===== src/rtl/eight_bit_cpu_execute_flags_defines.svh =====
// ----------------------------------------------------------------------------
// Execute unit assertion macros
// Shared concurrent assertion forms for the execute unit.
// ----------------------------------------------------------------------------
`ifndef EIGHT_BIT_CPU_EXECUTE_FLAGS_DEFINES_SVH
`define EIGHT_BIT_CPU_EXECUTE_FLAGS_DEFINES_SVH

// Same-cycle implication, disabled while reset is asserted.
`define CPUEX_ASSERT_IMPL(lbl, clk, rst_n, ante, cons, msg) \
  lbl: assert property (@(posedge clk) disable iff (!rst_n) (ante) |-> (cons)) \
    else $error(msg);

// Next-cycle implication, disabled while reset is asserted.
`define CPUEX_ASSERT_NEXT(lbl, clk, rst_n, ante, cons, msg) \
  lbl: assert property (@(posedge clk) disable iff (!rst_n) (ante) |=> (cons)) \
    else $error(msg);

`endif


===== src/rtl/cpuex_pkg.sv =====
// ----------------------------------------------------------------------------
// Execute unit package
// Operation codes and the structures passed between the execute unit parts.
// ----------------------------------------------------------------------------
`timescale 1ns / 1ps

package cpuex_pkg;

  typedef enum logic [5:0] {
    CMD_ADC   = 6'd0,
    CMD_AND   = 6'd1,
    CMD_ORA   = 6'd2,
    CMD_EOR   = 6'd3,
    CMD_CMP   = 6'd4,
    CMD_CPX   = 6'd5,
    CMD_CPY   = 6'd6,
    CMD_ASL_A = 6'd7,
    CMD_LSR_A = 6'd8,
    CMD_ROL_A = 6'd9,
    CMD_ROR_A = 6'd10,
    CMD_ASL_M = 6'd11,
    CMD_LSR_M = 6'd12,
    CMD_ROL_M = 6'd13,
    CMD_ROR_M = 6'd14,
    CMD_INC   = 6'd15,
    CMD_DEC   = 6'd16,
    CMD_INX   = 6'd17,
    CMD_DEX   = 6'd18,
    CMD_INY   = 6'd19,
    CMD_DEY   = 6'd20,
    CMD_LDA   = 6'd21,
    CMD_LDX   = 6'd22,
    CMD_LDY   = 6'd23,
    CMD_BIT   = 6'd24,
    CMD_CLC   = 6'd25,
    CMD_CLD   = 6'd26,
    CMD_CLI   = 6'd27,
    CMD_CLV   = 6'd28,
    CMD_SEC   = 6'd29,
    CMD_SED   = 6'd30,
    CMD_SEI   = 6'd31,
    CMD_PHA   = 6'd32,
    CMD_PHP   = 6'd33,
    CMD_PLA   = 6'd34,
    CMD_PLP   = 6'd35,
    CMD_BCC   = 6'd36,
    CMD_BCS   = 6'd37,
    CMD_BEQ   = 6'd38,
    CMD_BNE   = 6'd39,
    CMD_BMI   = 6'd40,
    CMD_BPL   = 6'd41,
    CMD_BVC   = 6'd42,
    CMD_BVS   = 6'd43,
    CMD_NOP   = 6'd44
  } cmd_t;

  typedef struct packed {
    logic n;
    logic v;
    logic b;
    logic d;
    logic i;
    logic z;
    logic c;
  } flags_t;

  typedef struct packed {
    logic [7:0] acc;
    logic [7:0] x;
    logic [7:0] y;
    flags_t     flags;
  } arch_t;

  typedef struct packed {
    logic [5:0]  command;
    logic [7:0]  operand;
    logic [15:0] pc_in;
  } item_t;

  typedef struct packed {
    logic [7:0]  acc_out;
    logic [7:0]  x_out;
    logic [7:0]  y_out;
    logic [7:0]  status_out;
    logic [7:0]  write_data;
    logic        write_enable;
    logic        branch_taken;
    logic [15:0] next_pc;
  } result_t;

endpackage


===== src/rtl/cpuex_if.sv =====
// ----------------------------------------------------------------------------
// Execute unit channels
// Valid/ready channels for instruction requests and execution results.
// ----------------------------------------------------------------------------
`timescale 1ns / 1ps

interface cpuex_in_if;
  logic        valid;
  logic        ready;
  logic [5:0]  command;
  logic [7:0]  operand;
  logic [15:0] pc_in;

  modport source (output valid, output command, output operand, output pc_in, input ready);
  modport sink (input valid, input command, input operand, input pc_in, output ready);
endinterface

interface cpuex_out_if;
  logic        valid;
  logic        ready;
  logic [7:0]  acc_out;
  logic [7:0]  x_out;
  logic [7:0]  y_out;
  logic [7:0]  status_out;
  logic [7:0]  write_data;
  logic        write_enable;
  logic        branch_taken;
  logic [15:0] next_pc;

  modport source (
    output valid, output acc_out, output x_out, output y_out, output status_out,
    output write_data, output write_enable, output branch_taken, output next_pc,
    input ready
  );
  modport sink (
    input valid, input acc_out, input x_out, input y_out, input status_out,
    input write_data, input write_enable, input branch_taken, input next_pc,
    output ready
  );
endinterface


===== src/rtl/eight_bit_cpu_execute_flags.sv =====
// The unit takes one request per clock while its result is not stalled and delivers one
// result per request. A request in the request register is executed against A, X, Y and
// the flags once the result register is free; the result register is then loaded and the
// registers are updated together, and the result is offered from the result register.
// Sustained throughput is one request per cycle while the result moves on, set by the
// combinational datapath between the request and result registers; a stalled result
// holds the request register, and new requests are taken whenever the result moves on.
// ----------------------------------------------------------------------------
// Execute unit top level
// Request register, architectural registers, datapath and result register.
// ----------------------------------------------------------------------------
`timescale 1ns / 1ps
`include "eight_bit_cpu_execute_flags_defines.svh"

module eight_bit_cpu_execute_flags
  import cpuex_pkg::*;
(
  input  logic        clk,
  input  logic        rst_n,
  cpuex_in_if.sink    in_chan,
  cpuex_out_if.source out_chan
);

  arch_t   state_r;
  arch_t   state_nxt;
  logic    s1_valid_r;
  logic    s1_valid_nxt;
  item_t   s1_item_r;
  logic    out_valid_r;
  logic    out_valid_nxt;
  result_t out_res_r;
  result_t exec_res;
  logic    s2_free;
  logic    exec_fire;
  logic    in_fire;

  assign s2_free   = ~out_valid_r | out_chan.ready;
  assign exec_fire = s1_valid_r & s2_free;
  assign in_chan.ready = ~s1_valid_r | s2_free;
  assign in_fire   = in_chan.valid & in_chan.ready;

  assign s1_valid_nxt  = in_fire | (s1_valid_r & ~exec_fire);
  assign out_valid_nxt = exec_fire | (out_valid_r & ~out_chan.ready);

  cpuex_alu u_alu (
    .state_cur (state_r),
    .item      (s1_item_r),
    .state_nxt (state_nxt),
    .result    (exec_res)
  );

  always_ff @(posedge clk) begin
    if (!rst_n) begin
      state_r     <= '0;
      s1_valid_r  <= 1'b0;
      out_valid_r <= 1'b0;
    end else begin
      s1_valid_r  <= s1_valid_nxt;
      out_valid_r <= out_valid_nxt;
      if (exec_fire) begin
        state_r <= state_nxt;
      end
    end
  end

  always_ff @(posedge clk) begin
    if (in_fire) begin
      s1_item_r <= '{command: in_chan.command, operand: in_chan.operand,
                     pc_in: in_chan.pc_in};
    end
    if (exec_fire) begin
      out_res_r <= exec_res;
    end
  end

  assign out_chan.valid        = out_valid_r;
  assign out_chan.acc_out      = out_res_r.acc_out;
  assign out_chan.x_out        = out_res_r.x_out;
  assign out_chan.y_out        = out_res_r.y_out;
  assign out_chan.status_out   = out_res_r.status_out;
  assign out_chan.write_data   = out_res_r.write_data;
  assign out_chan.write_enable = out_res_r.write_enable;
  assign out_chan.branch_taken = out_res_r.branch_taken;
  assign out_chan.next_pc      = out_res_r.next_pc;

  `CPUEX_ASSERT_NEXT(a_exec_loads_result, clk, rst_n, exec_fire, out_valid_r, "Executed request did not reach the result register.")
  `CPUEX_ASSERT_NEXT(a_state_holds, clk, rst_n, !exec_fire, $stable(state_r), "Registers changed without an executed request.")
  `CPUEX_ASSERT_NEXT(a_request_held, clk, rst_n, s1_valid_r && !s2_free, s1_valid_r && $stable(s1_item_r), "Stalled request was lost or altered.")
  `CPUEX_ASSERT_IMPL(a_wdata_clear, clk, rst_n, out_valid_r && !out_res_r.write_enable, out_res_r.write_data == 8'h00, "Write data not clear without a write.")

endmodule


===== src/rtl/cpuex_alu.sv =====
// ----------------------------------------------------------------------------
// Execute unit datapath
// Computes the next register and flag state and the result of one request.
// ----------------------------------------------------------------------------
`timescale 1ns / 1ps

module cpuex_alu
  import cpuex_pkg::*;
(
  input  arch_t   state_cur,
  input  item_t   item,
  output arch_t   state_nxt,
  output result_t result
);

  typedef enum logic [1:0] {
    SH_ASL = 2'd0,
    SH_LSR = 2'd1,
    SH_ROL = 2'd2,
    SH_ROR = 2'd3
  } shift_t;

  // Returns the carry out in bit 8 and the shifted byte below it.
  function automatic logic [8:0] shift_byte(input shift_t kind, input logic [7:0] v,
                                            input logic cin);
    logic [8:0] r;
    unique case (kind)
      SH_ASL:  r = {v[7], v[6:0], 1'b0};
      SH_LSR:  r = {v[0], 1'b0, v[7:1]};
      SH_ROL:  r = {v[7], v[6:0], cin};
      SH_ROR:  r = {v[0], cin, v[7:1]};
      default: r = {1'b0, v};
    endcase
    return r;
  endfunction

  cmd_t        cmd;
  logic [7:0]  m;
  logic [8:0]  sum;
  logic [7:0]  cmp_reg;
  logic [7:0]  diff;
  logic [8:0]  sh;
  logic [7:0]  nz_val;
  logic        nz_upd;
  logic [7:0]  wdata;
  logic        we;
  logic        is_branch;
  logic        cond;
  flags_t      f;

  assign cmd = cmd_t'(item.command);
  assign m   = item.operand;
  assign f   = state_cur.flags;

  always_comb begin
    state_nxt = state_cur;
    sum       = {1'b0, state_cur.acc} + {1'b0, m} + {8'h00, f.c};
    cmp_reg   = state_cur.acc;
    diff      = 8'h00;
    sh        = 9'h000;
    nz_val    = 8'h00;
    nz_upd    = 1'b0;
    wdata     = 8'h00;
    we        = 1'b0;
    is_branch = 1'b0;
    cond      = 1'b0;

    unique case (cmd)
      CMD_ADC: begin
        state_nxt.acc     = sum[7:0];
        state_nxt.flags.c = sum[8];
        state_nxt.flags.v = (state_cur.acc[7] ^ sum[7]) & (m[7] ^ sum[7]);
        nz_val = sum[7:0];
        nz_upd = 1'b1;
      end
      CMD_AND: begin
        state_nxt.acc = state_cur.acc & m;
        nz_val = state_cur.acc & m;
        nz_upd = 1'b1;
      end
      CMD_ORA: begin
        state_nxt.acc = state_cur.acc | m;
        nz_val = state_cur.acc | m;
        nz_upd = 1'b1;
      end
      CMD_EOR: begin
        state_nxt.acc = state_cur.acc ^ m;
        nz_val = state_cur.acc ^ m;
        nz_upd = 1'b1;
      end
      CMD_CMP, CMD_CPX, CMD_CPY: begin
        if (cmd == CMD_CPX) begin
          cmp_reg = state_cur.x;
        end else if (cmd == CMD_CPY) begin
          cmp_reg = state_cur.y;
        end
        diff = cmp_reg - m;
        state_nxt.flags.c = (cmp_reg >= m);
        nz_val = diff;
        nz_upd = 1'b1;
      end
      CMD_ASL_A, CMD_LSR_A, CMD_ROL_A, CMD_ROR_A: begin
        unique case (cmd)
          CMD_ASL_A: sh = shift_byte(SH_ASL, state_cur.acc, f.c);
          CMD_LSR_A: sh = shift_byte(SH_LSR, state_cur.acc, f.c);
          CMD_ROL_A: sh = shift_byte(SH_ROL, state_cur.acc, f.c);
          default:   sh = shift_byte(SH_ROR, state_cur.acc, f.c);
        endcase
        state_nxt.acc     = sh[7:0];
        state_nxt.flags.c = sh[8];
        nz_val = sh[7:0];
        nz_upd = 1'b1;
      end
      CMD_ASL_M, CMD_LSR_M, CMD_ROL_M, CMD_ROR_M: begin
        unique case (cmd)
          CMD_ASL_M: sh = shift_byte(SH_ASL, m, f.c);
          CMD_LSR_M: sh = shift_byte(SH_LSR, m, f.c);
          CMD_ROL_M: sh = shift_byte(SH_ROL, m, f.c);
          default:   sh = shift_byte(SH_ROR, m, f.c);
        endcase
        state_nxt.flags.c = sh[8];
        wdata  = sh[7:0];
        we     = 1'b1;
        nz_val = sh[7:0];
        nz_upd = 1'b1;
      end
      CMD_INC: begin
        wdata  = m + 8'h01;
        we     = 1'b1;
        nz_val = m + 8'h01;
        nz_upd = 1'b1;
      end
      CMD_DEC: begin
        wdata  = m - 8'h01;
        we     = 1'b1;
        nz_val = m - 8'h01;
        nz_upd = 1'b1;
      end
      CMD_INX: begin
        state_nxt.x = state_cur.x + 8'h01;
        nz_val = state_cur.x + 8'h01;
        nz_upd = 1'b1;
      end
      CMD_DEX: begin
        state_nxt.x = state_cur.x - 8'h01;
        nz_val = state_cur.x - 8'h01;
        nz_upd = 1'b1;
      end
      CMD_INY: begin
        state_nxt.y = state_cur.y + 8'h01;
        nz_val = state_cur.y + 8'h01;
        nz_upd = 1'b1;
      end
      CMD_DEY: begin
        state_nxt.y = state_cur.y - 8'h01;
        nz_val = state_cur.y - 8'h01;
        nz_upd = 1'b1;
      end
      CMD_LDA, CMD_PLA: begin
        state_nxt.acc = m;
        nz_val = m;
        nz_upd = 1'b1;
      end
      CMD_LDX: begin
        state_nxt.x = m;
        nz_val = m;
        nz_upd = 1'b1;
      end
      CMD_LDY: begin
        state_nxt.y = m;
        nz_val = m;
        nz_upd = 1'b1;
      end
      CMD_BIT: begin
        state_nxt.flags.z = ((state_cur.acc & m) == 8'h00);
        state_nxt.flags.n = m[7];
        state_nxt.flags.v = m[6];
      end
      CMD_CLC: state_nxt.flags.c = 1'b0;
      CMD_CLD: state_nxt.flags.d = 1'b0;
      CMD_CLI: state_nxt.flags.i = 1'b0;
      CMD_CLV: state_nxt.flags.v = 1'b0;
      CMD_SEC: state_nxt.flags.c = 1'b1;
      CMD_SED: state_nxt.flags.d = 1'b1;
      CMD_SEI: state_nxt.flags.i = 1'b1;
      CMD_PHA: begin
        wdata = state_cur.acc;
        we    = 1'b1;
      end
      CMD_PHP: begin
        wdata = {f.n, f.v, 1'b1, 1'b1, f.d, f.i, f.z, f.c};
        we    = 1'b1;
      end
      CMD_PLP: state_nxt.flags = {m[7], m[6], m[4], m[3], m[2], m[1], m[0]};
      CMD_BCC: begin
        is_branch = 1'b1;
        cond      = ~f.c;
      end
      CMD_BCS: begin
        is_branch = 1'b1;
        cond      = f.c;
      end
      CMD_BEQ: begin
        is_branch = 1'b1;
        cond      = f.z;
      end
      CMD_BNE: begin
        is_branch = 1'b1;
        cond      = ~f.z;
      end
      CMD_BMI: begin
        is_branch = 1'b1;
        cond      = f.n;
      end
      CMD_BPL: begin
        is_branch = 1'b1;
        cond      = ~f.n;
      end
      CMD_BVC: begin
        is_branch = 1'b1;
        cond      = ~f.v;
      end
      CMD_BVS: begin
        is_branch = 1'b1;
        cond      = f.v;
      end
      CMD_NOP: ;
      default: ;
    endcase

    if (nz_upd) begin
      state_nxt.flags.n = nz_val[7];
      state_nxt.flags.z = (nz_val == 8'h00);
    end
  end

  always_comb begin
    result.acc_out      = state_nxt.acc;
    result.x_out        = state_nxt.x;
    result.y_out        = state_nxt.y;
    result.status_out   = {state_nxt.flags.n, state_nxt.flags.v, 1'b1, state_nxt.flags.b,
                           state_nxt.flags.d, state_nxt.flags.i, state_nxt.flags.z,
                           state_nxt.flags.c};
    result.write_data   = wdata;
    result.write_enable = we;
    result.branch_taken = is_branch & cond;
    result.next_pc      = (is_branch & cond) ? (item.pc_in + {{8{m[7]}}, m}) : item.pc_in;
  end

endmodule

===== src/flat_wrapper.sv =====
// flat-port wrapper written by rule: the top's interface ports become plain ports
module eight_bit_cpu_execute_flags_flat import cpuex_pkg::*;
  (clk, rst_n, in_chan_valid, in_chan_command, in_chan_operand, in_chan_pc_in, in_chan_ready, out_chan_valid, out_chan_acc_out, out_chan_x_out, out_chan_y_out, out_chan_status_out, out_chan_write_data, out_chan_write_enable, out_chan_branch_taken, out_chan_next_pc, out_chan_ready);
  cpuex_in_if in_chan_i ();
  cpuex_out_if out_chan_i ();
  input  logic clk;
  input  logic rst_n;
  input wire logic [$bits(in_chan_i.valid)-1:0] in_chan_valid;
  input wire logic [$bits(in_chan_i.command)-1:0] in_chan_command;
  input wire logic [$bits(in_chan_i.operand)-1:0] in_chan_operand;
  input wire logic [$bits(in_chan_i.pc_in)-1:0] in_chan_pc_in;
  output wire logic [$bits(in_chan_i.ready)-1:0] in_chan_ready;
  output wire logic [$bits(out_chan_i.valid)-1:0] out_chan_valid;
  output wire logic [$bits(out_chan_i.acc_out)-1:0] out_chan_acc_out;
  output wire logic [$bits(out_chan_i.x_out)-1:0] out_chan_x_out;
  output wire logic [$bits(out_chan_i.y_out)-1:0] out_chan_y_out;
  output wire logic [$bits(out_chan_i.status_out)-1:0] out_chan_status_out;
  output wire logic [$bits(out_chan_i.write_data)-1:0] out_chan_write_data;
  output wire logic [$bits(out_chan_i.write_enable)-1:0] out_chan_write_enable;
  output wire logic [$bits(out_chan_i.branch_taken)-1:0] out_chan_branch_taken;
  output wire logic [$bits(out_chan_i.next_pc)-1:0] out_chan_next_pc;
  input wire logic [$bits(out_chan_i.ready)-1:0] out_chan_ready;
  assign in_chan_i.valid = in_chan_valid;
  assign in_chan_i.command = in_chan_command;
  assign in_chan_i.operand = in_chan_operand;
  assign in_chan_i.pc_in = in_chan_pc_in;
  assign in_chan_ready = in_chan_i.ready;
  assign out_chan_valid = out_chan_i.valid;
  assign out_chan_acc_out = out_chan_i.acc_out;
  assign out_chan_x_out = out_chan_i.x_out;
  assign out_chan_y_out = out_chan_i.y_out;
  assign out_chan_status_out = out_chan_i.status_out;
  assign out_chan_write_data = out_chan_i.write_data;
  assign out_chan_write_enable = out_chan_i.write_enable;
  assign out_chan_branch_taken = out_chan_i.branch_taken;
  assign out_chan_next_pc = out_chan_i.next_pc;
  assign out_chan_i.ready = out_chan_ready;
  eight_bit_cpu_execute_flags u_core (.clk(clk), .rst_n(rst_n), .in_chan(in_chan_i), .out_chan(out_chan_i));
endmodule

===== config.mk =====
export PLATFORM = sky130hd
export DESIGN_NAME = eight_bit_cpu_execute_flags_flat
export DESIGN_NICKNAME = d
export VERILOG_FILES = /design/src/rtl/cpuex_pkg.sv /design/src/rtl/cpuex_if.sv /design/src/rtl/eight_bit_cpu_execute_flags.sv /design/src/rtl/cpuex_alu.sv /design/src/flat_wrapper.sv
export VERILOG_INCLUDE_DIRS = /design/src /design/src/rtl
export SDC_FILE = /design/constraint.sdc
export NUM_CORES = 1
export LEC_CHECK = 0
export BUFFER_PORTS_ARGS = -buffer_cell sky130_fd_sc_hd__buf_2
export CAP_MARGIN = 20
export CELL_PAD_IN_SITES_DETAIL_PLACEMENT = 2
export CELL_PAD_IN_SITES_GLOBAL_PLACEMENT = 2
export CORE_AREA = 4 4 159 161
export CTS_CLUSTER_SIZE = 20
export DETAILED_ROUTE_END_ITERATION = 10
export DIE_AREA = 0 0 163 165
export PLACE_DENSITY_LB_ADDON = 0.2
export SYNTH_ARGS = -nofsm -noshare
export SYNTH_HDL_FRONTEND = slang
export SYNTH_HIERARCHICAL = 1
export SYNTH_SLANG_ARGS = --single-unit

===== constraint.sdc =====
create_clock -name clk -period 5.1 [get_ports clk]
set_input_delay 1.02 -clock clk [delete_from_list [all_inputs] [get_ports clk]]
set_output_delay 1.02 -clock clk [all_outputs]
set_load 0.005 [all_outputs]

==> results by group <==
Status
  • Run status: completed

Routing
  • WL final: 32.9 mm
  • DR iter-0 viols: 509
  • DR vias: 8019
  • Drt drc: 0
  • Vias/cell: a little under 6
  • Initial DRT Pass Iterations: 5
  • Post-DRT Antenna Nets: 0
  • Wire length per cell: 24.3 um

Final layout
  • Synthesis-to-layout area growth: 12.6%
  • Number of diodes: 0
  • Most frequent cells in the layout: nand2_1, buf_2, edfxtp_1, nor2_1, a21oi_1
  • Most common cell after layout, fill and taps aside: nand2_1
  • Share of post-route cells with drive strength above 1: 0.187
  • Final net count: between 1000 and 1500

Synthesis
  • Flops & latches, synth: 121
  • Post-Syn Instances: 966
  • Ys flop type: edfxtp_1
  • Post-synth EDFFs: between 80 and 90
  • Synthesized area: 8920 um^2
  • Area fraction of the dominant cell type after synthesis: 0.296
  • Post-Syn Area per Cell: 9.23 um^2
  • Number of distinct library cells after synthesis: 89
  • Area contributors post-synth: edfxtp_1, dfxtp_1, ha_1, nand2_1, mux2i_1
  • Sequential element share of the synthesized area: 0.370
  • Yosys warning total: 6
  • FFs w/ async S/R, synth: 0
  • Dominant cell type by area after synthesis: edfxtp_1
  • Syn_nets: 1050

Place
  • Post-DP HPWL: 24.1 mm
  • Setup slack after placement: between 700 and 800 ps
  • GP Congestion: about 0.94
  • Input/output buffers: 93

Timing
  • RSZ-0062 raised after global routing: false
  • Worst Max-Slew Pin Slew: 1120 ps
  • Slew margin rel.: 0.244
  • Total negative slack: 0 ps
  • Max Slew Vio Count: 0
  • Fmax: 228 MHz
  • Final Hold Fails: 0
  • Clk_skew: roughly 8.0 ps
  • Hold WS: 469 ps
  • Final Cycle Share: 0.861
  • Final worst setup slack: 708 ps
  • Tmin final: 4390 ps
  • Final setup fails: 0

Floorplanning
  • Row count: 57
  • Die height: about 170 um
  • Initial Util: 0.372
  • Die width: 163 um
  • Core area: 24000 um^2
  • Die area: 26900 um^2
  • # IOs: 94

Job
  • Max Cap Violations: 0

Pwr
  • Int Pwr: 0.00199 W
  • PD cells: 277 nW/um^2
  • Leakage: roughly 3.8 nW
  • Max IR drop VDD: 0.200 mV
  • Final Total Pwr: 0.00278 W
  • Reg power frac: 0.412
  • Combinational Power Share: 0.155
  • Clock group share of total power: 0.433
  • Sw Share: 0.285
  • Switch Pwr: about 0.00079 W

Worst setup path
  • Critical path's slowest cell: edfxtp_1
  • CP Max Fanout: 15
  • CP arrival: 4740 ps
  • Setup crit end kind: flip-flop
  • Cell breakdown of the critical path: nor2_2 -> nand3_1 -> buf_4 -> nor2_1 -> a21oi_1 -> nor2_1 -> a21oi_1 -> ha_1 -> fa_1 -> nand2b_1 -> or3_1 -> a211oi_1 -> a21oi_1 -> nor4_1 -> o31ai_1 -> o41ai_2 -> nand2_1 -> mux2i_1
  • Setup CP Type: reg -> reg
  • CP startpoint kind: flip-flop
  • CP required: 5450 ps
  • Max incr delay on CP: 590 ps
  • CP most frequent cell: a21oi_1

Clock tree
  • CTS Sinks: 121
  • Post-CTS setup buffers: 0
  • Clock transition at the registers of the reported paths: 60 ps
  • CTS root buffer: clkbuf_16
  • Hold_buf cts: 0
  • Clock latency on the worst-skew pair: around 420 ps
  • Post-cts resize count: 0
  • H-Tree Depth: 4
  • Max clock buf depth: 2
  • Number of buffers created by CTS: 17
  • CTS tree: yes

Global route
  • Vias in the first global route: 8364
  • Global route total overflow: 0
  • Largest net degree at the start of global routing: 67
  • Global-route wire length before repair: 50.2 mm
  • GRT Total Usage: 0.246
  • Initial antenna violation count: 0

Hold path
  • HP Class: reg -> reg
critical path, delay by kind of cell, from the launching register on:
family | cells | cell delay [ps]
AO/OA/AOI/OAI | 6 | 950
adder cells (fa/ha/maj) | 2 | 620
buffers and inverters | 1 | 210
flip-flops | 1 | 590
multiplexers | 1 | 130
AND/OR/NAND/NOR | 8 | 1810
kinds of logic (layout without fill, tap and decap cells):
| family | count (synthesis) | count (layout) | synth area share |
|---|---|---|---|
| other | 1 | 1 | 0.000421 |
| AO/OA/AOI/OAI | 253 | 253 | 0.201 |
| flip-flops | 121 | 121 | 0.370 |
| multiplexers | 60 | 60 | 0.0690 |
| adder cells (fa/ha/maj) | 50 | 50 | 0.0735 |
| AND/OR/NAND/NOR | 338 | 338 | 0.186 |
| XOR/XNOR | 23 | 23 | 0.0234 |
| buffers and inverters | 120 | 185 | 0.0761 |
worst paths after layout:
kind                            cells past startpoint                              to                      startpoint  slack (ps)
worst max register to register                     18  u_core/state_r[1]$_SDFFE_PN0P_  u_core/s1_item_r[29]$_DFFE_PP_         710
worst max-delay path                               18  u_core/state_r[1]$_SDFFE_PN0P_  u_core/s1_item_r[29]$_DFFE_PP_         710
worst min register to register                      2  u_core/state_r[4]$_SDFFE_PN0P_  u_core/state_r[4]$_SDFFE_PN0P_         470
worst min-delay path                                2  u_core/state_r[4]$_SDFFE_PN0P_  u_core/state_r[4]$_SDFFE_PN0P_         470
power groups by stage:
stage,clock (W),combinational (W),sequential [W]
global route,0.00128,0.000472,0.00115
floorplan,0,0.000303,0.00115
global placement,0,0.000411,0.00116
CTS,0.00123,0.000427,0.00115
detailed placement,0,0.000423,0.00117
finish,0.00121,0.000431,0.00115
state kept, by name (all words and copies together), names as in the netlist:
name	count
u_core/out_chan.x_out	8
u_core/out_chan.next_pc	16
u_core/out_chan.branch_taken	1
u_core/out_chan.y_out	8
u_core/s1_item_r	30
u_core/out_chan.acc_out	8
u_core/out_chan.write_data	8
u_core/out_chan.status_out	8
u_core/out_chan.write_enable	1
u_core/out_chan.valid	1
u_core/s1_valid_r	1
u_core/state_r	31
through the flow:
step | instances | cell area, um^2 | util
final | 1355 | 10000 | 0.419
after global placement | 1323 | 9450 | 0.394
after detailed placement | 1323 | 9450 | 0.394
after floorplan | 966 | 8920 | -
after CTS | 1354 | 10000 | 0.418
after global routing | 1355 | 10000 | 0.419
cell type report:
cell class,instances,area [um^2]
timing repair buffer,119,686
inverter,35,131
fill,2716,13900
clock buffer,17,425
clock inverter,14,151
tap,324,405
sequential,121,3300
multi-input combinational,725,4940
layer usage:
layer / track usage / vias to the layer above / wire (um)
li1: - / 3688 / -
met1: 0.323 / 4005 / 14700
met2: 0.403 / 272 / 15300
met3: 0.0449 / 54 / 1960
met4: 0.0926 / 0 / 946
met5: 0 / - / 0
synth_stat cells, types with 10 or more instances:
library cell,instances
a21oi_1,52
a221o_1,18
a221oi_1,14
a22oi_1,11
a31oi_1,13
and3_1,11
buf_2,17
buf_4,36
clkbuf_1,24
dfxtp_1,33
edfxtp_1,88
ha_1,46
inv_1,35
mux2_2,12
mux2i_1,48
nand2_1,131
nand2b_1,13
nand3_1,19
nor2_1,68
nor3_1,21
o21ai_0,45
or2_2,10
xnor2_1,14
Note: power is estimated with default switching activity, not from simulation.
